**src/design/sfr_fifo.sv**
```systemverilog
module sfr_fifo #(
  parameter int unsigned WIDTH = 8,
  parameter int unsigned DEPTH = 2,
  localparam int unsigned AW = (DEPTH > 1) ? $clog2(DEPTH) : 1,
  localparam int unsigned CW = $clog2(DEPTH + 1)
) (
  input  logic             clk_i,
  input  logic             rst_ni,
  input  logic             in_valid_i,
  output logic             in_ready_o,
  input  logic [WIDTH-1:0] in_data_i,
  output logic             out_valid_o,
  input  logic             out_ready_i,
  output logic [WIDTH-1:0] out_data_o
);

  logic [WIDTH-1:0] mem_q [DEPTH];
  logic [AW-1:0]    wptr_q, wptr_d, rptr_q, rptr_d;
  logic [CW-1:0]    cnt_q, cnt_d;
  logic             push, pop;

  always_comb begin
    in_ready_o  = (cnt_q != CW'(DEPTH));
    out_valid_o = (cnt_q != '0);
    out_data_o  = mem_q[rptr_q];
    push        = in_valid_i && in_ready_o;
    pop         = out_valid_o && out_ready_i;

    wptr_d = wptr_q;
    rptr_d = rptr_q;
    cnt_d  = cnt_q;
    if (push) begin
      wptr_d = (wptr_q == AW'(DEPTH - 1)) ? '0 : wptr_q + AW'(1);
    end
    if (pop) begin
      rptr_d = (rptr_q == AW'(DEPTH - 1)) ? '0 : rptr_q + AW'(1);
    end
    if (push && !pop) begin
      cnt_d = cnt_q + CW'(1);
    end else if (pop && !push) begin
      cnt_d = cnt_q - CW'(1);
    end
  end

  always_ff @(posedge clk_i or negedge rst_ni) begin
    if (!rst_ni) begin
      wptr_q <= '0;
      rptr_q <= '0;
      cnt_q  <= '0;
    end else begin
      wptr_q <= wptr_d;
      rptr_q <= rptr_d;
      cnt_q  <= cnt_d;
    end
  end

  always_ff @(posedge clk_i) begin
    if (push) begin
      mem_q[wptr_q] <= in_data_i;
    end
  end

endmodule

```
**config.mk**
```make
export PLATFORM = sky130hd
export DESIGN_NAME = sfr_fifo
export DESIGN_NICKNAME = d
export VERILOG_FILES = /design/src/design/sfr_fifo.sv
export SDC_FILE = /design/constraint.sdc
export NUM_CORES = 1
export LEC_CHECK = 0
export ABC_AREA = 1
export BUFFER_PORTS_ARGS = -buffer_cell sky130_fd_sc_hd__buf_2
export CAP_MARGIN = 20
export CORE_MARGIN = 8
export CORE_UTILIZATION = 49
export CTS_BUF_LIST = sky130_fd_sc_hd__clkbuf_16
export DETAILED_ROUTE_END_ITERATION = 8
export PLACE_DENSITY = 0.82
export SYNTH_ARGS = -nofsm -noshare
export SYNTH_HDL_FRONTEND = slang
export SYNTH_SLANG_ARGS = --single-unit
```
**constraint.sdc**
```tcl
create_clock -name clk_i -period 1.7 [get_ports clk_i]
set_clock_uncertainty 0.2 [all_clocks]
set_input_delay 0.17 -clock clk_i [delete_from_list [all_inputs] [get_ports clk_i]]
set_output_delay 0.17 -clock clk_i [all_outputs]
set_load 0.01 [all_outputs]
```
## Word level (Yosys, flattened, before mapping)

Memory sizes are Yosys's and may differ from the RTL's.
Index checks and enable logic that the tools add are counted.
W data, S select, Z words.

| operators by class | value |
|---|---|
| $add $sub $neg | 4 |
| eq/ne operators | 1 |
| mux-type cells | 6 |
| reductions and logical operators | 8 |

Operators with widths:

| kind | count |
|---|---|
| $logic_and A1 B1 Y1 | 4 |
| $mux W1 | 4 |
| $mux W2 | 2 |
| $reduce_bool A2 Y1 | 2 |
| $add A1 B1 Y1 const B | 2 |
| $add A2 B1 Y2 const B | 1 |
| $logic_not A1 Y1 | 2 |
| $ne A2 B2 Y1 const B | 1 |
| $sub A2 B1 Y2 const B | 1 |

| storage, ports and cells | value |
|---|---|
| bits in registers | 4 |
| RAM bits | 16 |
| bits of input ports | 12 |
| output and inout port bits | 10 |
| logic and storage cells | 23 |
| memories | 1 |

Memories:

| name | words | bits a word | rd ports | clocked after Yosys merged registers in | wr ports | line | source |
|---|---|---|---|---|---|---|---|
| mem_q | 2 | 8 | 1 | 0 | 1 | 17 | `logic [WIDTH-1:0] mem_q [DEPTH];` |

## Logic depth before layout (Yosys ltp)

| depth | value |
|---|---|
| word-level depth | 6 |
| gate-level depth with buffers | 10 |
| gate-level depth less buffers | 10 |

## Least setup slack after synthesis

Ideal clock, no wire load.

| path | value |
|---|---|
| kind | flip-flop to flip-flop |
| from | register cnt_q[0] |
| to | memory mem_q[0][0] (enable) |
| setup time | 0.370 ns |
| data arrival time | 0.953 ns |
| required time | 1.130 ns |
| setup slack | 0.177 ns |
| cell stages (with the launch flop) | 5 |
| path buffers | 0 |
| period minus slack after synthesis | 1.523 ns |
| path through | dfrtp_1 -> inv_2 -> nand2_4 -> nand2_4 -> nor2_1 |

| between the ends | value |
|---|---|
| longest elaborated chain between the ends | 4 |

RTL lines:

| element | line | source |
|---|---|---|
| start: declaration | 19 | `logic [CW-1:0] cnt_q, cnt_d;` |
| start signal: assignment | 53 | `cnt_q <= cnt_d;` |
| $ne A2 B2 Y1 | 23 | `in_ready_o = (cnt_q != CW'(DEPTH));` |
| net in_ready_o | 10 | `output logic in_ready_o,` |
| $logic_and A1 B1 Y1 | 26 | `push = in_valid_i && in_ready_o;` |
| $mux W1 | 58 | `if (push) begin` |
| $mux W1 (implied by the code) | 59 | `mem_q[wptr_q] <= in_data_i;` |
| end: declaration | 17 |  |

The timed path passes the listed nets, and every way through them passes these cells.

## Final worst setup path

| path | value |
|---|---|
| from | register rptr_q |
| to | output out_data_o[2] |

| between the ends | value |
|---|---|
| longest elaborated chain between the ends | 1 |

RTL lines:

| element | line | source |
|---|---|---|
| start: declaration | 18 | `logic [AW-1:0] wptr_q, wptr_d, rptr_q, rptr_d;` |
| start signal: assignment | 52 | `rptr_q <= rptr_d;` |
| $mem_v2 Z2 W8 | -- |  |
| end: declaration | 14 | `output logic [WIDTH-1:0] out_data_o` |

Every way passes these cells.

==> impl_metrics.env <==
export IMPL_status="completed"
export IMPL_ys_top_cells_by_area="edfxtp_1 (58%), nand2_1 (14%), dfrtp_1 (12%)"
export IMPL_dp_hpwl_um=1077
export IMPL_synth_nets=83
export IMPL_synthSimpleGateAreaFrac=0.2073
export IMPL_place_congestion=0.8436
export IMPL_crit_type="reg -> out"
export IMPL_p_switching_uw=659.5
export IMPL_synthToLayoutAreaGrowth_pct=40.54
export IMPL_grtUsageTotal=0.1093
export IMPL_grtUsageMet3=0.04435
export IMPL_reg2reg_from="cnt_q[0]$_DFFE_PN0P_"
export IMPL_power_frac_comb=0.323
export IMPL_cts_max_path_buffers=2
export IMPL_syn_avg_cell_area_um2=11.81
export IMPL_netlist_area_leader_share=0.5809
export IMPL_synthMuxAreaShare=0
export IMPL_p_seq_frac=0.373
export IMPL_drc=0
export IMPL_crit_fanout=10
export IMPL_tightest_slew_ps=334.1
export IMPL_coreArea_um2=1652
export IMPL_cts_tree="done"
export IMPL_wl_per_cell_um=13.01
export IMPL_synth_top_cell_by_area="edfxtp_1"
export IMPL_grt_overflow_total=0
export IMPL_vias=615
export IMPL_cts_hold_buffers=10
export IMPL_hold_violations=0
export IMPL_synth_xor_area_frac=0.03026
export IMPL_crit_required_ps=1330
export IMPL_synth_compound_area_frac=0
export IMPL_endpoint_kind="primary output"
export IMPL_finalSetupTns_ps=0
export IMPL_worstHoldStart="in_valid_i"
export IMPL_root_buffer="clkbuf_16"
export IMPL_diodes=0
export IMPL_rsz0062_at_grt="no"
export IMPL_clock_latency_ps=250
export IMPL_hold_path_class="in -> reg"
export IMPL_synth_seq_area_share=0.7020
export IMPL_p_clk_frac=0.304
export IMPL_arrival_ps=1220
export IMPL_p_per_area_nw_per_um2=1788
export IMPL_switching_share=0.3174
export IMPL_met1_usage=0.09511
export IMPL_grt_antenna_before_repair=0
export IMPL_io_buffer_count=21
export IMPL_routed_via_density=5.000
export IMPL_synthesis_yosys_warnings=0
export IMPL_met2_usage=0.1829
export IMPL_maxCapViolations=0
export IMPL_cts_inserted_buffers=3
export IMPL_p_leak_uw=0.0005459
export IMPL_setup_viol=0
export IMPL_final_util=0.7038
export IMPL_postRouteWirelength_um=1600
export IMPL_synth_top_family_by_area="simple AND/OR/NAND/NOR gates"
export IMPL_ys_types=14
export IMPL_busiest_layer="met2"
export IMPL_synth_fa_ha_area_frac=0.01513
export IMPL_ant_nets=0
export IMPL_maxSlewViolCount=0
export IMPL_grt_pass1_wl_um=2725
export IMPL_ios=22
export IMPL_max_slew_margin=0.7773
export IMPL_drive_gt1_frac=0.3302
export IMPL_fin_crit_sh=0.9373
export IMPL_cts_resized=0
export IMPL_fin_crit_ps=1593
export IMPL_internal_power_uw=1418
export IMPL_syn_area_um2=827.0
export IMPL_timing_fmax_ghz=0.6276
export IMPL_path_clk_slew_ps=50
export IMPL_grt_pass1_vias=663
export IMPL_h_tree_depth=1
export IMPL_grt_start_max_net_pins=13
export IMPL_final_common_cell="nand2_1"
export IMPL_postCtsSetupRepairBufs=0
export IMPL_startpoint_type="register"
export IMPL_dieWidth_um=57.09
export IMPL_syn_inst=70
export IMPL_drtIter0Drc=18
export IMPL_initial_core_util=0.5008
export IMPL_fin_nets=120
export IMPL_clock_sinks=20
export IMPL_final_cell_mix="nand2_1 (30), buf_2 (21), edfxtp_1 (16)"
export IMPL_synth_seq_cells=20
export IMPL_die_y_um=57.09
export IMPL_dieArea_um2=3259
export IMPL_max_vdd_ir_drop_uv=1345
export IMPL_dr_pass1_iters=4
export IMPL_crit_start="rptr_q$_DFFE_PN0P_"
export IMPL_rows=15
## power by group through the flow
stage | Sequential, uW | Combinational, uW | Clock [uW]
final | 776 | 671 | 631
after global routing | 789 | 754 | 662
after CTS | 776 | 678 | 644
after detailed placement | 783 | 651 | 0
after global placement | 776 | 634 | 0
after floorplan | 743 | 472 | 0
## cell families after synthesis
family / Yosys count
XOR/XNOR: 2
adder cells (fa/ha/maj): 1
buffers and inverters: 8
flip-flops: 20
AND/OR/NAND/NOR: 39
## worst paths after layout
check                                             to  slack (ps)  depth (start not counted)
worst max-delay path                   out_data_o[2]         110                          4
worst min-delay path              wptr_q$_DFFE_PN0P_           9                          3
worst max register to register  cnt_q[1]$_DFFE_PN0P_         130                          9
worst min register to register  cnt_q[0]$_DFFE_PN0P_         320                          1
max in group asynchronous       cnt_q[1]$_DFFE_PN0P_        1140                          2
min in group asynchronous       cnt_q[0]$_DFFE_PN0P_          40                          2
## flip-flops by register name, summed over array words and instances, names as in the netlist
name    flops
cnt_q       2
rptr_q      1
wptr_q      1
mem_q      16
## synth_stat cells, drive strengths merged
library cell / count
buf: 1
nand4: 1
xnor2: 1
edfxtp: 16
inv: 7
nor2: 2
nand2: 34
dfrtp: 4
ha: 1
xor2: 1
nand3: 2
## stage by stage
stage	setup WS [ps]	instances	cell area (um2)	power, uW	hold slack, ps
2_1_floorplan	177.1	70	827.0	1215	-325.6
3_3_place_gp	180.6	109	957.2	1410	-217.8
3_5_place_dp	128.3	109	957.2	1434	-216.4
4_1_cts	100.3	123	1162	2098	8.366
5_1_grt	33.25	123	1162	2206	26.36
6_report	106.6	123	1162	2078	9.273
## layout make-up
type | count | area (um2)
multi-input cells | 42 | 209.0
repair buffers | 33 | 220.2
fillers | 111 | 489.2
well taps | 17 | 21.27
inverters | 7 | 26.28
flip-flops and latches | 20 | 580.6
clock buffers | 3 | 75.07
clock inverters | 1 | 30.03
## per-layer routing
layer  share of wire  wire length (um)
met5               0                 0
met3           0.055                88
met1            0.37               596
met4           0.056                90
met2            0.52               824
## worst max-delay path, cell delays in order (launching register included)
cell and delay, ps:
dfrtp_1 530, inv_2 160, nand2_1 90, nand2_1 50, buf_2 130
No activity file was read; power rests on OpenSTA's default activity.
