[config.mk]
export PLATFORM = sky130hd
export DESIGN_NAME = sfr_front
export DESIGN_NICKNAME = d
export VERILOG_FILES = /design/src/design/sfr_pkg.sv /design/src/design/sfr_front.sv
export SDC_FILE = /design/constraint.sdc
export NUM_CORES = 1
export LEC_CHECK = 0
export BUFFER_PORTS_ARGS = -buffer_cell sky130_fd_sc_hd__buf_2
export CAP_MARGIN = 20
export CORE_MARGIN = 2
export CORE_UTILIZATION = 50
export CTS_CLUSTER_SIZE = 8
export DETAILED_ROUTE_END_ITERATION = 16
export GPL_ROUTABILITY_DRIVEN = 0
export PLACE_DENSITY_LB_ADDON = 0.15
export SLEW_MARGIN = 40
export SYNTH_ARGS = -nofsm -noshare
export SYNTH_HDL_FRONTEND = slang
export SYNTH_SLANG_ARGS = --single-unit
[constraint.sdc]
create_clock -name clk_i -period 11.26 [get_ports clk_i]
set_clock_uncertainty 0.2 [all_clocks]
set_input_delay 1.689 -clock clk_i [delete_from_list [all_inputs] [get_ports clk_i]]
set_output_delay 1.689 -clock clk_i [all_outputs]
set_load 0.02 [all_outputs]
[src/design/sfr_pkg.sv]
package sfr_pkg;

  localparam int unsigned CFG_IDX_W   = 3;
  localparam int unsigned CFG_DATA_W  = 64;
  localparam int unsigned QUEUE_DEPTH = 2;

  typedef enum logic [CFG_IDX_W-1:0] {
    REG_MATCH_MODE         = 3'd0,
    REG_PATTERN_BYTES      = 3'd1,
    REG_PATTERN_LENGTH     = 3'd2,
    REG_REPLACEMENT_BYTES  = 3'd3,
    REG_REPLACEMENT_LENGTH = 3'd4
  } cfg_reg_e;

  // Match mode codes; the unused fourth code behaves like MODE_ALL.
  localparam logic [1:0] MODE_FIRST   = 2'd0;
  localparam logic [1:0] MODE_ALL     = 2'd1;
  localparam logic [1:0] MODE_OVERLAP = 2'd2;

  typedef enum logic {
    FRONT_RUN,
    FRONT_FLUSH
  } front_state_e;

  typedef enum logic [1:0] {
    TOK_NONE,
    TOK_PASS,
    TOK_REPL
  } tok_kind_e;

  typedef struct packed {
    tok_kind_e   kind;
    logic [7:0]  data;
    logic        final_step;
    logic        end_mark;
  } token_t;

  localparam int unsigned TOK_W = $bits(token_t);

endpackage

[src/design/sfr_front.sv]
module sfr_front
  import sfr_pkg::*;
#(
  parameter int unsigned MAX_PATTERN = 8,
  localparam int unsigned FW = $clog2(MAX_PATTERN + 1),
  localparam int unsigned SW = (MAX_PATTERN > 1) ? $clog2(MAX_PATTERN) : 1
) (
  input  logic                     clk_i,
  input  logic                     rst_ni,
  input  logic                     clear_i,
  input  logic [1:0]               mode_i,
  input  logic [8*MAX_PATTERN-1:0] pattern_i,
  input  logic [FW-1:0]            pat_len_i,
  input  logic                     in_valid_i,
  output logic                     in_ready_o,
  input  logic [7:0]               in_byte_i,
  input  logic                     end_of_text_i,
  output logic                     tok_valid_o,
  input  logic                     tok_ready_i,
  output token_t                   tok_o
);

  front_state_e state_q, state_d;

  logic [7:0]           win_q [MAX_PATTERN];
  logic [7:0]           win_d [MAX_PATTERN];
  logic [7:0]           win_a [MAX_PATTERN];
  logic [7:0]           win_s [MAX_PATTERN];
  logic [FW-1:0]        fill_q, fill_d, fill_a, fill_s, thr;
  logic [SW-1:0]        skip_q, skip_d;
  logic                 first_q, first_d;
  logic                 accept, decide, hit, flush_end;
  logic [MAX_PATTERN-1:0] lane_ok;
  tok_kind_e            kind;

  always_comb begin
    state_d = state_q;
    case (state_q)
      FRONT_RUN: begin
        if (accept && end_of_text_i) begin
          state_d = FRONT_FLUSH;
        end
      end
      FRONT_FLUSH: begin
        if (flush_end && tok_ready_i) begin
          state_d = FRONT_RUN;
        end
      end
      default: state_d = FRONT_RUN;
    endcase
  end

  always_comb begin
    thr        = (pat_len_i == '0) ? FW'(1) : pat_len_i;
    in_ready_o = (state_q == FRONT_RUN) && tok_ready_i;
    accept     = in_valid_i && in_ready_o;
    fill_a     = fill_q + FW'(1);
    for (int k = 0; k < MAX_PATTERN; k++) begin
      win_a[k] = (fill_q == FW'(k)) ? in_byte_i : win_q[k];
    end

    // While running, the head is decided on the window with the new byte in it.
    if (state_q == FRONT_FLUSH) begin
      win_s  = win_q;
      fill_s = fill_q;
    end else begin
      win_s  = win_a;
      fill_s = fill_a;
    end

    for (int k = 0; k < MAX_PATTERN; k++) begin
      lane_ok[k] = (FW'(k) >= pat_len_i) || (win_s[k] == pattern_i[8*k +: 8]);
    end
    hit = (pat_len_i != '0) && (fill_s >= pat_len_i) &&
          ((mode_i != MODE_FIRST) || !first_q) && (&lane_ok);

    flush_end = (state_q == FRONT_FLUSH) && (fill_q == FW'(1));
    decide    = (state_q == FRONT_FLUSH) ? tok_ready_i
                                         : (accept && !end_of_text_i && (fill_a >= thr));

    if (skip_q != '0) begin
      kind = TOK_NONE;
    end else if (hit) begin
      kind = TOK_REPL;
    end else begin
      kind = TOK_PASS;
    end

    win_d   = win_q;
    fill_d  = fill_q;
    skip_d  = skip_q;
    first_d = first_q;
    if (decide) begin
      if (skip_q != '0) begin
        skip_d = skip_q - SW'(1);
      end else if (hit) begin
        skip_d  = (mode_i == MODE_OVERLAP) ? '0 : SW'(pat_len_i - FW'(1));
        first_d = 1'b1;
      end
      for (int k = 0; k < MAX_PATTERN - 1; k++) begin
        win_d[k] = win_s[k+1];
      end
      win_d[MAX_PATTERN-1] = '0;
      fill_d = fill_s - FW'(1);
    end else if (accept) begin
      win_d  = win_a;
      fill_d = fill_a;
    end

    // The end of a text and a new pattern length both start an empty stream.
    if ((flush_end && tok_ready_i) || (clear_i && (state_q == FRONT_RUN))) begin
      fill_d  = '0;
      skip_d  = '0;
      first_d = 1'b0;
    end

    tok_valid_o      = decide && ((kind != TOK_NONE) || flush_end);
    tok_o.kind       = kind;
    tok_o.data       = win_s[0];
    tok_o.final_step = (state_q == FRONT_FLUSH);
    tok_o.end_mark   = flush_end;
  end

  always_ff @(posedge clk_i or negedge rst_ni) begin
    if (!rst_ni) begin
      state_q <= FRONT_RUN;
      fill_q  <= '0;
      skip_q  <= '0;
      first_q <= 1'b0;
    end else begin
      state_q <= state_d;
      fill_q  <= fill_d;
      skip_q  <= skip_d;
      first_q <= first_d;
    end
  end

  always_ff @(posedge clk_i) begin
    win_q <= win_d;
  end

endmodule

Yosys cells after proc, flatten, opt, wreduce, memory -nomap -nowiden
Cells that the tools add are included.
{ "word_totals": {"register_bits": 73, "latchBits": 0, "ram_bits": 0, "rom_bits": 0, "inputBits": 84, "out_inout_bits": 14, "elab_cells": 114, "mem_count": 0} }
{ "op_classes": {"add_sub_neg": 4, "mul": 0, "div": 0, "magnitude_cmp": 10, "eq_ne": 17, "shift": 0, "mux": 31, "bitwise": 1, "n_reduce_logical": 39} }
{ "ops": {"columns": ["cell", "n"], "rows": [
  ["$mux 64", 3],
  ["$eq 8x8->1", 8],
  ["$mux 8", 8],
  ["$mux 4", 5],
  ["$eq 4x3->1 const B", 4],
  ["$ge 3x4->1 const A", 4],
  ["$mux 3", 5],
  ["$logic_and 1x1->1", 12],
  ["$logic_or 1x1->1", 11],
  ["$reduce_bool 2->1", 5],
  ["$reduce_bool 3->1", 3],
  ["$eq 4x2->1 const B", 2],
  ["$ge 1x4->1 const A", 2],
  ["$ge 2x4->1 const A", 2],
  ["$ge 4x4->1", 2],
  ["$logic_not 4->1", 2],
  ["$reduce_and 8->1", 1],
  ["$mux 1", 7],
  ["$sub 3x1->3 const B", 2],
  ["$add 4x1->4 const B", 1],
  ["$eq 4x1->1 const B", 1],
  ["$mux 2", 2],
  ["$reduce_bool 4->1", 1],
  ["$sub 4x1->4 const B", 1],
  ["7 further kinds", 8]
]} }

Depth between registers and ports, before layout
{ "depth": {"depth_word": 12, "ltp_mapped": 16, "mapped_depth_nobuf": 14} }

Worst setup path before layout
OpenSTA, ideal clock, no wires.
{ "synth_path": {"kind": "input port to output port", "from": "in pat_len_i[2]", "to": "out tok_valid_o", "arrival_time_ns": 3.805, "required_ns": 9.371, "path_slack_ns": 5.566, "path_stages": 14, "n_path_buf": 3, "path_cell_list": "clkbuf_1 -> nor2_1 -> nand2_1 -> nand2_1 -> ha_1 -> nand2b_1 -> a21o_1 -> a21o_1 -> a21oi_1 -> nor3b_1 -> o21a_1 -> clkbuf_1 -> clkbuf_1 -> o21a_1"} }
{ "synth_between": {"elab_chain_len": 9, "word_cells_on_any_way": 32, "cone_classes": "order compare (10); mux (4); reduce/logical (18)"} }
{ "synth_rtl": {"columns": ["element", "line", "source"], "rows": [
  ["start: declaration", "sfr_front.sv:13", "input logic [FW-1:0] pat_len_i,"],
  ["$ge 1x4->1 (tied with other cells)", "sfr_front.sv:72", "lane_ok[k] = (FW'(k) >= pat_len_i) || (win_s[k] == pattern_i[8*k +: 8]);"],
  ["$logic_or 1x1->1 or $logic_and 1x1->1 (tied branches)", "sfr_front.sv:72, sfr_front.sv:74", null],
  ["$reduce_and 8->1 or $logic_and 1x1->1 (tied branches)", "sfr_front.sv:75, sfr_front.sv:74", null],
  ["$logic_and 1x1->1", "sfr_front.sv:75", "((mode_i != MODE_FIRST) || !first_q) && (&lane_ok);"],
  ["$mux 2", "sfr_front.sv:83", "end else if (hit) begin"],
  ["$mux 2", "sfr_front.sv:81", "if (skip_q != '0) begin"],
  ["$reduce_bool 2->1", "sfr_front.sv:117", "tok_valid_o = decide && ((kind != TOK_NONE) || flush_end);"],
  ["$logic_or 1x1->1", "sfr_front.sv:117", null],
  ["$logic_and 1x1->1 (*)", "sfr_front.sv:117", null],
  ["end: declaration", "sfr_front.sv:18", "output logic tok_valid_o,"]
]} }
Every way passes the cells marked *; elsewhere a longest branch is shown, timed or not.

==> flow_summary.ini <==
[placed_design]
post-place-ws_ns = 5.01
placement.cell_area_um2 = 7300
number_of_buffer_cells_added_on_primary_ports = 97
place.detailed.hpwl_mm = 15.8
dpl.cell_count = 1022

[synth]
post_synth.cell_area_avg_um2 = 8.42
synth.net_count = 906
ys_seq_elements = 73
synth_seq_area_share_pct = 30.5
synth_edf_count = 56
synth_flop_cell = edfxtp_1
async_reset_ff_share_pct = 12.3
synth_area_um2 = 6770
synth.lib_cells_used.distinct = 65
number_of_warning_messages_in_the_yosys_log = 0
post_synth_inst_count = 804

[min_path]
min_to = win_q[1]
worstHoldStart = win_q[1]
hold-path-cell-count = 2
worstHoldPathType = flip-flop to flip-flop

[timing]
final-setup-viol-count = 0
post-route-min-period_ns = 6.25
fin_hold_ws_ns = 0.323
final_hold_viol_count = 0
worst_slack_ns = 5.01
fin_crit_sh_pct = 55.5
timing_limited_maximum_frequency_mhz = 160
grt_setup_unrepaired = no
count_of_pins_over_their_slew_limit = 0
fin_setup_tns_ns = 0
worst_slew_pin_slew_ns = 0.809
slew-limit-headroom_pct = 46.1

[clock_network]
cts_max_path_buffers = 2
cts_made_buffers = 9
cts_root_buf = clkbuf_16
cts.htree.levels = 3
clock_latency_ns = 0.35
post_cts.repair.setup_buffers = 0
postCtsHoldBufs = 0
clk_pin_slew_worst_paths_ns = 0.06
tritoncts = yes
cts_resized = 0
cts.sinks = 73

[global_route]
grt_first_pass_wirelength_mm = 34.4
grt_use_total_pct = 30.7
vias_in_the_first_global_route = 6356
grt_antenna_before_repair = 1
maximum_number_of_pins_on_one_net_before_global_route_repair = 63
global_route.overflow_total = 0

[final_layout]
synthToLayoutAreaGrowth_pct = 12.1
layout.area.seq_um2 = 2070
finish.cell_count_without_fillers = 1038
finalNetCount = 959
commonest_non_fill_non_tap_cells_in_the_layout = o21ai_0 (97), buf_2 (97), nand3_1 (61)
multi_input_comb_area_um2 = 4250
layout_cells_sized_above_1_pct = 20.1
fill_cells = 1210
n_antenna_cell = 0
finish.instance_area_um2 = 7590
post-route-util_pct = 57.3

[critical_path]
worst-r2r-cell-count = 10
path_class = input port to output pin
endpoint_kind = output pin
r2r_start = fill_q[0]
worst_ep_required_time_ns = 9.37
cp_max_fo = 18
worst_r2r_endpoint = skip_q[1]
regToRegSetupSlack_ns = 7.01
worst_setup_path_start_kind = input port
crit_arrival_ns = 4.37

[drt]
detail_route.drc_violations = 0
via_per_inst = 6.41
post_drt_wl_per_cell_um = 21.3
ant_nets = 0
number_of_vias_after_detailed_routing = 6656
drtPass1Iterations = 7
totalWireLength_mm = 22.1
first_iter_violations = 735

[die]
design.core.area_um2 = 13200
initial_cell_density_of_the_core_pct = 51.1
boundaryPins = 98
die_area_um2 = 14500
row_count = 42
die_width_um = 120
fp.dieH_um = 120

[flow_run]
maxCapViolations = 0

[power]
design_power_total_mw = 1.38
p_leak_nw = 2.94
vdd_ir_drop_max_uv = 83.1
power-per-cell-area_nw_per_um2 = 182

[run_status]
run_status = completed
-- area by class of cell --
| class | instances | share of cell area (%) |
|---|---|---|
| well taps | 176 | 2.90 |
| inverters | 54 | 2.67 |
| repair buffers | 108 | 7.48 |
| clock buffers | 10 | 3.02 |
| multi-input cells | 611 | 55.9 |
| clock inverters | 6 | 0.775 |
| flip-flops and latches | 73 | 27.2 |
-- kinds of logic after synthesis --
group,share of synthesized area (%)
simple gates,19.4
flops,30.5
fa+ha+maj,3.33
mux,14.4
buf+inv,7.35
xor+xnor,6.34
compound gates,18.7
-- synth_stat cells, types with 3 or more instances --
master / number / area, um^2
ha_1: 18 / 225
a222oi_1: 8 / 80.1
or3_1: 3 / 18.8
a221oi_1: 9 / 78.8
o221ai_1: 6 / 52.6
xor2_1: 29 / 254
nor2_1: 46 / 173
nand4_1: 7 / 43.8
o21ai_0: 98 / 490
a21oi_1: 28 / 140
a21o_1: 3 / 22.5
dfxtp_1: 8 / 160
a211oi_1: 4 / 30.0
o2111ai_1: 4 / 35.0
buf_1: 6 / 22.5
edfxtp_1: 56 / 1680
buf_2: 10 / 50.1
or2_2: 4 / 25.0
nor3_1: 10 / 50.1
buf_4: 5 / 37.5
clkbuf_1: 42 / 158
dfrtp_1: 9 / 225
nor4_1: 5 / 31.3
nand2b_1: 18 / 113
a22oi_1: 4 / 30.0
a31oi_1: 4 / 25.0
mux2i_1: 60 / 601
nand3_1: 61 / 305
o22ai_1: 7 / 43.8
or4_1: 3 / 22.5
mux2_2: 33 / 372
inv_1: 54 / 203
o21a_1: 3 / 22.5
nand2_1: 57 / 214
and2_1: 7 / 43.8
and3_1: 3 / 18.8
a2111oi_0: 5 / 43.8
xnor2_1: 20 / 175
nor2b_1: 12 / 75.1
-- state kept, by name (all words and copies together), names as in the netlist --
signal	count
win_q	64
fill_q	4
skip_q	3
first_q	1
state_q	1
-- worst max-delay path, stage by stage --
cell and delay [ns]:
buf_2 0.39, inv_1 0.26, a222oi_1 0.50, nand3_1 0.13, a32oi_1 0.24, nand4_1 0.21, a22oi_1 0.30, nand4_2 0.25
and2_1 0.24, buf_2 0.15
-- worst max-delay path by stage --
stage | to | cells after the start | start
CTS | tok_valid_o | 14 | pat_len_i[1]
floorplan | tok_valid_o | 14 | pat_len_i[2]
global placement | tok_valid_o | 14 | pat_len_i[0]
detailed placement | tok_valid_o | 14 | pat_len_i[1]
global route | tok_o[10] | 10 | in_byte_i[5]
finish | tok_o[10] | 10 | in_byte_i[5]
-- power by group --
part,internal [mW],switching [mW],total (mW)
clock,0.171,0.120,0.290
sequential,0.363,0.0686,0.432
combinational,0.261,0.399,0.661
-- per-layer routing --
layer	GRT usage (%)	part of all wire [%]	vias up	wire length, um
met5	0	0.054	-	12
met4	14.7	3.9	2	858
met3	5.05	9.3	74	2050
met2	46.4	45	395	9890
met1	42.6	42	3151	9250
li1	-	-	3034	-
(Power assumes the default switching activity.)
