File: config.mk
export PLATFORM = sky130hd
export DESIGN_NAME = sfr_back
export DESIGN_NICKNAME = d
export VERILOG_FILES = /design/src/design/sfr_pkg.sv /design/src/design/sfr_back.sv
export SDC_FILE = /design/constraint.sdc
export NUM_CORES = 1
export LEC_CHECK = 0
export BUFFER_PORTS_ARGS = -buffer_cell sky130_fd_sc_hd__buf_2
export CORE_AREA = 3 3 67 69
export CTS_CLUSTER_DIAMETER = 80
export DETAILED_ROUTE_END_ITERATION = 10
export DIE_AREA = 0 0 70 72
export GPL_TIMING_DRIVEN = 0
export HOLD_SLACK_MARGIN = 0.06
export PLACE_DENSITY = 0.85
export SLEW_MARGIN = 10
export SYNTH_ARGS = -nofsm -noshare
export SYNTH_HDL_FRONTEND = slang
export SYNTH_SLANG_ARGS = --single-unit
File: constraint.sdc
create_clock -name clk_i -period 4.75 [get_ports clk_i]
set_input_delay 0.475 -clock clk_i [delete_from_list [all_inputs] [get_ports clk_i]]
set_output_delay 0.475 -clock clk_i [all_outputs]
set_load 0.02 [all_outputs]
File: src/design/sfr_pkg.sv
package sfr_pkg;

  localparam int unsigned CFG_IDX_W   = 3;
  localparam int unsigned CFG_DATA_W  = 64;
  localparam int unsigned QUEUE_DEPTH = 2;

  typedef enum logic [CFG_IDX_W-1:0] {
    REG_MATCH_MODE         = 3'd0,
    REG_PATTERN_BYTES      = 3'd1,
    REG_PATTERN_LENGTH     = 3'd2,
    REG_REPLACEMENT_BYTES  = 3'd3,
    REG_REPLACEMENT_LENGTH = 3'd4
  } cfg_reg_e;

  // Match mode codes; the unused fourth code behaves like MODE_ALL.
  localparam logic [1:0] MODE_FIRST   = 2'd0;
  localparam logic [1:0] MODE_ALL     = 2'd1;
  localparam logic [1:0] MODE_OVERLAP = 2'd2;

  typedef enum logic {
    FRONT_RUN,
    FRONT_FLUSH
  } front_state_e;

  typedef enum logic [1:0] {
    TOK_NONE,
    TOK_PASS,
    TOK_REPL
  } tok_kind_e;

  typedef struct packed {
    tok_kind_e   kind;
    logic [7:0]  data;
    logic        final_step;
    logic        end_mark;
  } token_t;

  localparam int unsigned TOK_W = $bits(token_t);

endpackage

File: src/design/sfr_back.sv
module sfr_back
  import sfr_pkg::*;
#(
  parameter int unsigned MAX_REPLACEMENT = 8,
  localparam int unsigned RW = $clog2(MAX_REPLACEMENT + 1),
  localparam int unsigned IW = (MAX_REPLACEMENT > 1) ? $clog2(MAX_REPLACEMENT) : 1
) (
  input  logic                         clk_i,
  input  logic                         rst_ni,
  input  logic [8*MAX_REPLACEMENT-1:0] replacement_i,
  input  logic [RW-1:0]                rep_len_i,
  input  logic                         tok_valid_i,
  output logic                         tok_ready_o,
  input  token_t                       tok_i,
  output logic                         out_valid_o,
  input  logic                         out_ready_i,
  output logic [7:0]                   out_byte_o,
  output logic                         has_byte_o,
  output logic                         last_result_o
);

  logic [7:0]    rep_arr [MAX_REPLACEMENT];
  logic [RW-1:0] p_q, p_d, nb;
  logic [RW:0]   total;
  logic          slot_free, last_step, step, is_byte;
  logic [7:0]    gen_byte;

  logic          out_valid_q, out_valid_d;
  logic [7:0]    out_byte_q, out_byte_d;
  logic          has_q, has_d, last_q, last_d;
  logic          held_valid_q, held_valid_d;
  logic [7:0]    held_q, held_d;

  always_comb begin
    for (int k = 0; k < MAX_REPLACEMENT; k++) begin
      rep_arr[k] = replacement_i[8*k +: 8];
    end

    case (tok_i.kind)
      TOK_PASS: nb = RW'(1);
      TOK_REPL: nb = rep_len_i;
      default:  nb = '0;
    endcase
    // One step per emitted byte, plus one for the end of the text.
    total     = {1'b0, nb} + (RW+1)'(tok_i.end_mark);
    slot_free = !out_valid_q || out_ready_i;
    last_step = ({1'b0, p_q} == total - (RW+1)'(1));
    step      = tok_valid_i && (total != '0) && slot_free;
    tok_ready_o = tok_valid_i && ((total == '0) || (slot_free && last_step));
    is_byte   = (p_q < nb);
    gen_byte  = (tok_i.kind == TOK_PASS) ? tok_i.data : rep_arr[p_q[IW-1:0]];

    p_d          = p_q;
    out_valid_d  = out_valid_q && !out_ready_i;
    out_byte_d   = out_byte_q;
    has_d        = has_q;
    last_d       = last_q;
    held_valid_d = held_valid_q;
    held_d       = held_q;

    if (step) begin
      p_d = last_step ? '0 : p_q + RW'(1);
      if (is_byte && !tok_i.final_step) begin
        out_valid_d = 1'b1;
        out_byte_d  = gen_byte;
        has_d       = 1'b1;
        last_d      = 1'b0;
      end else if (is_byte) begin
        // Bytes of the closing flush are held back one place so that the
        // final one can carry the last-result mark.
        if (held_valid_q) begin
          out_valid_d = 1'b1;
          out_byte_d  = held_q;
          has_d       = 1'b1;
          last_d      = 1'b0;
        end
        held_d       = gen_byte;
        held_valid_d = 1'b1;
      end else begin
        out_valid_d  = 1'b1;
        last_d       = 1'b1;
        out_byte_d   = held_valid_q ? held_q : 8'h00;
        has_d        = held_valid_q;
        held_valid_d = 1'b0;
      end
    end

    out_valid_o   = out_valid_q;
    out_byte_o    = out_byte_q;
    has_byte_o    = has_q;
    last_result_o = last_q;
  end

  always_ff @(posedge clk_i or negedge rst_ni) begin
    if (!rst_ni) begin
      p_q          <= '0;
      out_valid_q  <= 1'b0;
      held_valid_q <= 1'b0;
    end else begin
      p_q          <= p_d;
      out_valid_q  <= out_valid_d;
      held_valid_q <= held_valid_d;
    end
  end

  always_ff @(posedge clk_i) begin
    out_byte_q <= out_byte_d;
    has_q      <= has_d;
    last_q     <= last_d;
    held_q     <= held_d;
  end

endmodule

After elaboration in Yosys (flattened, before gate mapping)
Index checks and enable logic that the tools add are counted.
Widths: inputs -> output; s select.
{"block": "word_totals", "in_bits": 84, "out_inout_bits": 12, "reg_bits": 24, "word_cells": 53}
{"block": "classes", "eq_ne": 4, "add_sub_neg": 3, "mux": 19, "reduce_logical": 16, "n_bitwise": 2, "order_cmp": 2}
{"op": "$mux 8", "count": 7}
{"op": "$bmux 8 s3", "count": 1}
{"op": "$mux 1", "count": 9}
{"op": "$pmux 4 s2", "count": 1}
{"op": "$logic_and 1x1->1", "count": 6}
{"op": "$add 4x1->5", "count": 1}
{"op": "$eq 4x5->1", "count": 1}
{"op": "$logic_not 5->1", "count": 1}
{"op": "$reduce_bool 5->1", "count": 1}
{"op": "$sub 5x1->5 const B", "count": 1}
{"op": "$add 4x1->4 const B", "count": 1}
{"op": "$ge 4x4->1 const B", "count": 1}
{"op": "$lt 4x4->1", "count": 1}
{"op": "$mux 4", "count": 1}
{"op": "$not 3->4", "count": 1}
{"op": "$reduce_and 2->1", "count": 2}
{"op": "$logic_not 1->1", "count": 3}
{"op": "$ne 3x1->1 const B", "count": 1}
{"op": "$reduce_and 3->1", "count": 1}
{"op": "$eq 2x1->1 const B", "count": 1}
{"op": "$eq 2x2->1 const B", "count": 1}
{"op": "$logic_or 1x1->1", "count": 2}
{"op": "$not 1->1", "count": 1}

Longest topological paths before layout
Gate-level depths: netlist of run 1.
{"block": "logic_depth", "word_depth": 8, "mapped_depth": 13, "mapped_depth_nobuf": 12}

Worst setup path after synthesis of run 1
OpenSTA, ideal clock, no wires.
{"block": "synth_path", "kind": "input port to output port", "startpoint": "in tok_i[10] (netlist bit)", "endpoint": "out tok_ready_o", "arrival_time_ps": 2644, "required_time_ps": 4275, "path_slack_ps": 1631, "path_stages": 12, "path_buffers": 0, "cell_sequence": "inv_1 ha_1 and2b_2 nand2_1 inv_1 ha_1 inv_1 ha_1 xnor2_1 nor2_1 nand4_1 a21boi_0"}
{"block": "synth_between", "elab_chain_cells": 8, "word_cells_on_any_way": 10, "classes_between": "add/sub: 2; eq/ne: 3; mux: 1; reduce/logical: 4"}
{"item": "start, declared", "line": "sfr_back.sv:14", "source": "input token_t tok_i,"}
{"item": "$eq 2x2->1 or $eq 2x1->1 (tied branches)", "line": "sfr_back.sv:39", "source": "case (tok_i.kind)"}
{"item": "$pmux 4 s2 (*)", "line": "sfr_back.sv:39"}
{"item": "$add 4x1->5 (*)", "line": "sfr_back.sv:45", "source": "total = {1'b0, nb} + (RW+1)'(tok_i.end_mark);"}
{"item": "$sub 5x1->5", "line": "sfr_back.sv:47", "source": "last_step = ({1'b0, p_q} == total - (RW+1)'(1));"}
{"item": "$eq 4x5->1", "line": "sfr_back.sv:47"}
{"item": "$logic_and 1x1->1", "line": "sfr_back.sv:49", "source": "tok_ready_o = tok_valid_i && ((total == '0) || (slot_free && last_step));"}
{"item": "$logic_or 1x1->1 (*)", "line": "sfr_back.sv:49"}
{"item": "$logic_and 1x1->1 (*)", "line": "sfr_back.sv:49"}
{"item": "end, declared", "line": "sfr_back.sv:13", "source": "output logic tok_ready_o,"}
Every way passes the cells marked *; elsewhere a longest branch is shown, timed or not.

Worst setup path in the final report of run 1
Same ends and word-level chain as after synthesis.

==> impl_metrics.toml, run 1 <==
[route]
drt-wirelength-per-cell_um = 15.0
num_vias = 1702
wl_um = 4590
route.antenna.remaining_nets = 0
drt-vias-per-instance = 5.54
detailedRoute.firstPassIterationCount = 4
drc = 0
dr.first_iter.drc_count = 92

[yosys]
synth_sequential_area_ratio = 0.366
syn_inst = 157
number_of_flops_mapped_to_enable_cells_by_yosys = 18
flip_flop_and_latch_count_after_synthesis = 24
yosysWarningCount = 0
postSynth.topFlopCell = "sky130_fd_sc_hd__edfxtp_1"
mappedNetlistArea_sq_um = 1890
distinct_cell_type_count_of_the_synthesized_netlist = 43
asyncSetResetFlopFracSynth = 0.250
synth_fp_nets = 250
synth_area_per_cell_sq_um = 12.0

[run_status]
run_status = "finished, final reports clean"

[layout]
finalNetCount = 351
final.fill_count = 330
final_cell_count_no_fill = 307
diodes = 0
area_delta_synth_final_pct = 32.8
post_route_cells_drive_above_1_share = 0.510

[global_routing]
overall_global_routing_resource_usage = 0.179
grt_overflow_total = 0
grt_max_degree = 15
antenna_found_initial = 0
grt_first_pass_wirelength_um = 7260
first_global_vias = 1647

[flow_run]
timing.max_cap.violations = 0

[timing]
max_slew.worst_pin.slew_ns = 0.636
worst_clock_skew_ns = 0.00832
timing.final.max_slew_violations = 0
tns_ns = 0
maxSlewHeadroom = 0.574
timing.fmax_mhz = 307
hold_viol = 0
grt_setup_unrepaired = "false"
fin_crit_sh = 0.685
final-setup-viol-count = 0
layout_min_cycle_time_ns = 3.25

[floorplanning]
design.portCount = 96
floorplan.initialDensity = 0.475
area_of_the_die_sq_um = 5040
placementRows = 23
floorplan.core_area_sq_um = 3970
fp.dieW_um = 70
die_height_um = 72

[critical_path]
worst_ep_required_time_ns = 4.28
setup.worst_path.end_class = "output pin"
critPathLaunchType = "input port"
critical_path_peak_fanout = 8
worstPathCellList = "buf_2 > ha_1 > a21oi_1 > nor2_1 > ha_1 > ha_1 > inv_1 > ha_1 > xnor2_1 > nor2_1 > nand4_1 > a21boi_0 > buf_2"
worst-setup-path-type = "input port to output pin"
crit_slowest_cell = "sky130_fd_sc_hd__ha_1"
cpPeakStageDelay_ns = 0.29
worstPathArrival_ns = 2.78
timing.critical_path.mode_cell = "sky130_fd_sc_hd__ha_1"

[power]
maximum_ir_drop_on_the_vdd_rail_v = 0.000236
powerDensity_nw_per_um2 = 440
static-leakage-power_nw = 1.13

[cts]
worst_path_clk_slew_ns = 0.08
clkLatencyLatePin_ns = 0.27
cts-buffers-inserted = 3
cts_htree_levels = 1
tritoncts_clock_tree = "yes"
cts.path.max_buffers = 2
cts-root-buf = "sky130_fd_sc_hd__clkbuf_8"
clock_sink_count = 24
ctsResizeCount = 0
post-cts-setup-buffer-count = 0

[placed_design]
place.gp.congestion = 0.830
port_buffers = 95
post-dp-hpwl_um = 3920
placed_cells = 302

[hold_path]
hold_class = "input port to register"
==> worst max-delay path, delay by kind of cell <==
kind	cells	cell delay, ns
simple gates	3	0.41
fa+ha+maj	4	1.06
buf+inv	3	0.33
xor+xnor	1	0.12
compound gates	2	0.39
==> report_power, final <==
group	switching [W]	total, W	internal, W
logic	0.000299	0.000606	0.000307
registers	0.0000261	0.000318	0.000292
clock network	0.0000663	0.000179	0.000113
total	0.000391	0.00110	0.000711
==> Yosys cell counts (2+ instances only) <==
| master | n | area [sq um] |
|---|---|---|
| sky130_fd_sc_hd__a21oi_1 | 5 | 25.0 |
| sky130_fd_sc_hd__nand3_1 | 5 | 25.0 |
| sky130_fd_sc_hd__mux2i_1 | 9 | 90.1 |
| sky130_fd_sc_hd__edfxtp_1 | 18 | 541 |
| sky130_fd_sc_hd__o21ai_0 | 10 | 50.1 |
| sky130_fd_sc_hd__o21ai_2 | 2 | 17.5 |
| sky130_fd_sc_hd__o22ai_1 | 2 | 12.5 |
| sky130_fd_sc_hd__mux4_2 | 16 | 360 |
| sky130_fd_sc_hd__buf_4 | 3 | 22.5 |
| sky130_fd_sc_hd__nand2_1 | 14 | 52.6 |
| sky130_fd_sc_hd__inv_1 | 10 | 37.5 |
| sky130_fd_sc_hd__buf_2 | 2 | 10.0 |
| sky130_fd_sc_hd__a22o_1 | 8 | 70.1 |
| sky130_fd_sc_hd__xnor2_1 | 4 | 35.0 |
| sky130_fd_sc_hd__ha_1 | 9 | 113 |
| sky130_fd_sc_hd__dfrtp_1 | 6 | 150 |
| sky130_fd_sc_hd__nor2_1 | 4 | 15.0 |
| sky130_fd_sc_hd__nand2b_1 | 5 | 31.3 |
==> cell usage in the layout, fill, tap and decap left out, types with 2 or more instances in the layout <==
master	count
sky130_fd_sc_hd__inv_1	10
sky130_fd_sc_hd__o22ai_1	2
sky130_fd_sc_hd__nand2_1	14
sky130_fd_sc_hd__dfrtp_1	6
sky130_fd_sc_hd__nand3_1	5
sky130_fd_sc_hd__mux4_2	16
sky130_fd_sc_hd__o21ai_0	10
sky130_fd_sc_hd__clkbuf_8	3
sky130_fd_sc_hd__buf_2	97
sky130_fd_sc_hd__a22o_1	8
sky130_fd_sc_hd__nor2_1	4
sky130_fd_sc_hd__buf_4	3
sky130_fd_sc_hd__mux2i_1	9
sky130_fd_sc_hd__a21oi_1	5
sky130_fd_sc_hd__nand2b_1	5
sky130_fd_sc_hd__xnor2_1	4
sky130_fd_sc_hd__ha_1	9
sky130_fd_sc_hd__edfxtp_1	18
sky130_fd_sc_hd__o21ai_2	2
==> registers in the layout, indices dropped and copies added, names as in the netlist <==
register       cells
has_byte_o         1
held_q             8
held_valid_q       1
last_result_o      1
out_byte_o         8
out_valid_o        1
p_q                4
==> per-layer routing <==
layer  up-vias  wire length (um)  track usage  part of all wire
met4         0                98       0.0702             0.021
met1       796              1780        0.222              0.39
met3         8               297       0.0139             0.065
met5         -                 0            0                 0
met2        83              2420        0.325              0.53
li1        815                 -            -                 -
==> area by class of cell <==
class | count | area (sq um) | area share
multi-input cells | 116 | 1120 | 0.447
flip-flops and latches | 24 | 691 | 0.275
repair buffers | 96 | 485 | 0.194
well taps | 50 | 62.6 | 0.0250
clock buffers | 3 | 41.3 | 0.0165
inverters | 11 | 41.3 | 0.0165
plain buffers | 6 | 36.3 | 0.0145
clock inverters | 1 | 30.0 | 0.0120
==> logic make-up after synthesis <==
family	after synthesis	synth area share
multiplexers	26	0.251
buffers and inverters	17	0.0411
XOR/XNOR	5	0.0305
flip-flops	24	0.366
AO/OA/AOI/OAI	37	0.137
adder cells (fa/ha/maj)	9	0.0596
AND/OR/NAND/NOR	39	0.116
==> through the flow <==
stage	hold slack (ns)	cell area [sq um]	util	worst slack, ns	power, W
6_report	0.481	2510	0.631	1.50	0.00110
5_1_grt	0.501	2510	0.631	1.30	0.00118
4_1_cts	0.476	2510	0.631	1.52	0.00111
3_5_place_dp	0.317	2430	0.611	1.48	0.000932
3_3_place_gp	0.309	2430	0.611	1.54	0.000911
2_1_floorplan	0.179	1890	-	1.63	0.000788
==> path summary, 6_finish.rpt <==
path,startpoint,slack [ns],depth (start not counted),to
hold / removal,out_ready_i,0.48,3,out_valid_o
setup / recovery,tok_i[10],1.50,13,tok_ready_o
max in group asynchronous,rst_ni,4.04,2,p_q[2]
setup reg to reg,p_q[2],2.58,5,held_q[4]
hold reg to reg,out_valid_o,0.50,1,out_valid_o
min in group asynchronous,rst_ni,0.55,2,p_q[0]
==> what timing repair did <==
| action | CTS | global route |
|---|---|---|
| setup endpoints to repair | 0 | 0 |
| hold buffers | 1 | 0 |
| hold endpoints to repair | 6 | 0 |
No activity file was read; power rests on OpenSTA's default activity.
==> run 2, diff against run 1 <==
--- a/config.mk
+++ b/config.mk
@@ -5,14 +5,15 @@
 export SDC_FILE = /design/constraint.sdc
 export NUM_CORES = 1
 export LEC_CHECK = 0
+export ABC_AREA = 1
 export BUFFER_PORTS_ARGS = -buffer_cell sky130_fd_sc_hd__buf_2
-export CORE_AREA = 3 3 67 69
+export CORE_AREA = 3 3 71 73
 export CTS_CLUSTER_DIAMETER = 80
 export DETAILED_ROUTE_END_ITERATION = 10
-export DIE_AREA = 0 0 70 72
+export DIE_AREA = 0 0 74 76
 export GPL_TIMING_DRIVEN = 0
 export HOLD_SLACK_MARGIN = 0.06
-export PLACE_DENSITY = 0.85
+export PLACE_DENSITY = 0.81
 export SLEW_MARGIN = 10
 export SYNTH_ARGS = -nofsm -noshare
 export SYNTH_HDL_FRONTEND = slang
==> constraint.sdc (replaced) <==
create_clock -name clk_i -period 3.13 [get_ports clk_i]
set_input_delay 0.313 -clock clk_i [delete_from_list [all_inputs] [get_ports clk_i]]
set_output_delay 0.313 -clock clk_i [all_outputs]
set_load 0.02 [all_outputs]
==> impl_metrics.toml, run 2 <==
[run_status]
run_status = "finished, final reports clean"

[yosys]
yosysMostFrequentCell = "sky130_fd_sc_hd__nand2_1"
post-synth-top-area-fraction = 0.263
flip_flop_and_latch_count_after_synthesis = 24
yosysWarningCount = 0
synth.largest_area_cell = "sky130_fd_sc_hd__edfxtp_1"
postSynth.topFlopCell = "sky130_fd_sc_hd__edfxtp_1"
netlist_top_cells_area = "sky130_fd_sc_hd__edfxtp_1, sky130_fd_sc_hd__nand2_1, sky130_fd_sc_hd__nor2_1, sky130_fd_sc_hd__o21ai_0, sky130_fd_sc_hd__dfrtp_1"
synth_sequential_area_ratio = 0.336
number_of_flops_mapped_to_enable_cells_by_yosys = 18
asyncSetResetFlopFracSynth = 0.250
mappedNetlistArea_sq_um = 2050
synth.top_cells.by_count = "sky130_fd_sc_hd__nand2_1, sky130_fd_sc_hd__nor2_1, sky130_fd_sc_hd__o21ai_0"
synth_fp_nets = 395
syn_inst = 302
synth_area_per_cell_sq_um = 6.80
distinct_cell_type_count_of_the_synthesized_netlist = 27

[power]
powerDensity_nw_per_um2 = 740
static-leakage-power_nw = 1.39
clkPwrFrac = 0.135
maximum_ir_drop_on_the_vdd_rail_v = 0.000476
switching_share = 0.461
power_report.internal_total_w = 0.00107
comb_power_share = 0.605
p_seq_frac = 0.260
p_sw_w = 0.000918

[global_routing]
gr-usage-met1 = 0.274
overall_global_routing_resource_usage = 0.206
grt_first_pass_wirelength_um = 9350
grt_overflow_total = 0
antenna_found_initial = 0
grt_max_degree = 15
grtUsageMet3 = 0.0303
grt.met2_usage = 0.333
globalRoute.busiestLayer = "met2"
first_global_vias = 2135

[cts]
cts.path.max_buffers = 2
clock_sink_count = 24
cts-buffers-inserted = 3
cts_htree_levels = 1
clkLatencyLatePin_ns = 0.27
worst_path_clk_slew_ns = 0.08
cts-root-buf = "sky130_fd_sc_hd__clkbuf_8"
post-cts-setup-buffer-count = 0
tritoncts_clock_tree = "yes"

[critical_path]
critPathLaunchType = "input port"
worst_ep_required_time_ns = 2.82
worst-setup-path-type = "input port to output pin"
setup.worst_path.end_class = "output pin"
worstPathArrival_ns = 2.62
critical_path_peak_fanout = 9
r2r_cells = 6
flop_to_flop_setup_slack_ns = 1.16
r2r-start = "p_q[3]"
r2r-end = "held_q[7]"

[timing]
max_slew.worst_pin.slew_ns = 0.476
smallest_hold_slack_ns = 0.292
grt_setup_unrepaired = "false"
maxSlewHeadroom = 0.683
tns_ns = 0
hold_viol = 0
worst_clock_skew_ns = 0.00280
post-route-worst-setup-slack_ns = 0.193
layout_min_cycle_time_ns = 2.94
final-setup-viol-count = 0
timing.fmax_mhz = 340
timing.final.max_slew_violations = 0
fin_crit_sh = 0.938

[route]
num_vias = 2355
detailedRoute.firstPassIterationCount = 4
wl_um = 5830
drt-wirelength-per-cell_um = 12.8
dr.first_iter.drc_count = 140
drc = 0
route.antenna.remaining_nets = 0
drt-vias-per-instance = 5.19

[placed_design]
place.gp.congestion = 0.851
dpl_worst_slack_ns = 0.110
placed_cells = 449
post-dp-hpwl_um = 4800
port_buffers = 95

[layout]
post_route_cells_drive_above_1_share = 0.308
area_delta_synth_final_pct = 30.9
finalNetCount = 496
final.fill_count = 398
layout_common_cells = "sky130_fd_sc_hd__buf_2, sky130_fd_sc_hd__nand2_1, sky130_fd_sc_hd__nor2_1"
diodes = 0
postLayoutCoreUtil = 0.609
layout_commonest_cell = "sky130_fd_sc_hd__buf_2"
final_cell_count_no_fill = 454

[hold_path]
min_from = "out_ready_i"
hold_class = "input port to register"
worstHoldEndpoint = "out_valid_o"
hold_depth = 4

[flow_run]
timing.max_cap.violations = 0

[floorplanning]
fp.dieW_um = 74
design.portCount = 96
die_height_um = 76
floorplan.initialDensity = 0.465
floorplan.core_area_sq_um = 4410
area_of_the_die_sq_um = 5620
placementRows = 24
[run 2: worst max path at each step]
stage / start / endpoint
floorplan: tok_i[11] / tok_ready_o
global placement: tok_i[11] / tok_ready_o
detailed placement: tok_i[11] / tok_ready_o
CTS: tok_i[11] / tok_ready_o
global route: tok_i[11] / tok_ready_o
finish: tok_i[11] / tok_ready_o
[run 2: metrics by stage]
step / power [W] / area (sq um)
2_1_floorplan: 0.00140 / 2050
3_3_place_gp: 0.00168 / 2590
3_5_place_dp: 0.00171 / 2590
4_1_cts: 0.00199 / 2680
5_1_grt: 0.00218 / 2690
6_report: 0.00199 / 2690
[run 2: area by class of cell]
class                      count  area [sq um]  area share
clock inverter                 1          30.0      0.0112
inverter                      33           130      0.0484
tap                           52          65.1      0.0242
clock buffer                   3          41.3      0.0154
sequential                    24           691       0.257
multi-input combinational    232          1170       0.436
buffer                        13          72.6      0.0270
timing repair buffer          96           485       0.181
[run 2: kinds of logic after synthesis]
logic type,synth area share
and+or+nand+nor,0.340
AOI/OAI and AO/OA,0.162
buffers and inverters,0.0987
xor gates and xnor gates,0.00853
DFF,0.336
adders and majority gates,0.0548
[run 2: power by group through the flow]
| stage | clock network (W) | logic [W] | registers [W] |
|---|---|---|---|
| after floorplan | 0 | 0.000830 | 0.000566 |
| after global placement | 0 | 0.00116 | 0.000521 |
| after detailed placement | 0 | 0.00119 | 0.000523 |
| after CTS | 0.000273 | 0.00120 | 0.000518 |
| after global routing | 0.000282 | 0.00137 | 0.000526 |
| final | 0.000269 | 0.00120 | 0.000517 |
[run 2: metal layers]
layer | vias to the layer above | part of all wire
met1 | 1032 | 0.41
met3 | 11 | 0.079
met5 | - | 0
li1 | 1203 | -
met4 | 0 | 0.018
met2 | 109 | 0.49
[run 2: critical path, cell delays in order]
cell and delay, ns:
sky130_fd_sc_hd__buf_2 0.10, sky130_fd_sc_hd__inv_1 0.04, sky130_fd_sc_hd__ha_1 0.15, sky130_fd_sc_hd__buf_6 0.15, sky130_fd_sc_hd__inv_6 0.06, sky130_fd_sc_hd__a21oi_2 0.17
sky130_fd_sc_hd__ha_1 0.21, sky130_fd_sc_hd__ha_1 0.24, sky130_fd_sc_hd__inv_1 0.11, sky130_fd_sc_hd__ha_4 0.17, sky130_fd_sc_hd__xnor2_1 0.14, sky130_fd_sc_hd__nand3_1 0.10
sky130_fd_sc_hd__nand2_1 0.08, sky130_fd_sc_hd__nand3_1 0.09, sky130_fd_sc_hd__nor2_2 0.13, sky130_fd_sc_hd__nand3_2 0.09, sky130_fd_sc_hd__o21ai_0 0.08, sky130_fd_sc_hd__buf_2 0.18
[run 2: timing repair]
| action | 4_1_cts | 5_1_grt |
|---|---|---|
| gates resized for setup | 0 | 2 |
| hold endpoints to repair | 6 | 0 |
| endpoints found under the setup margin | 0 | 1 |
| hold buffers | 1 | 0 |
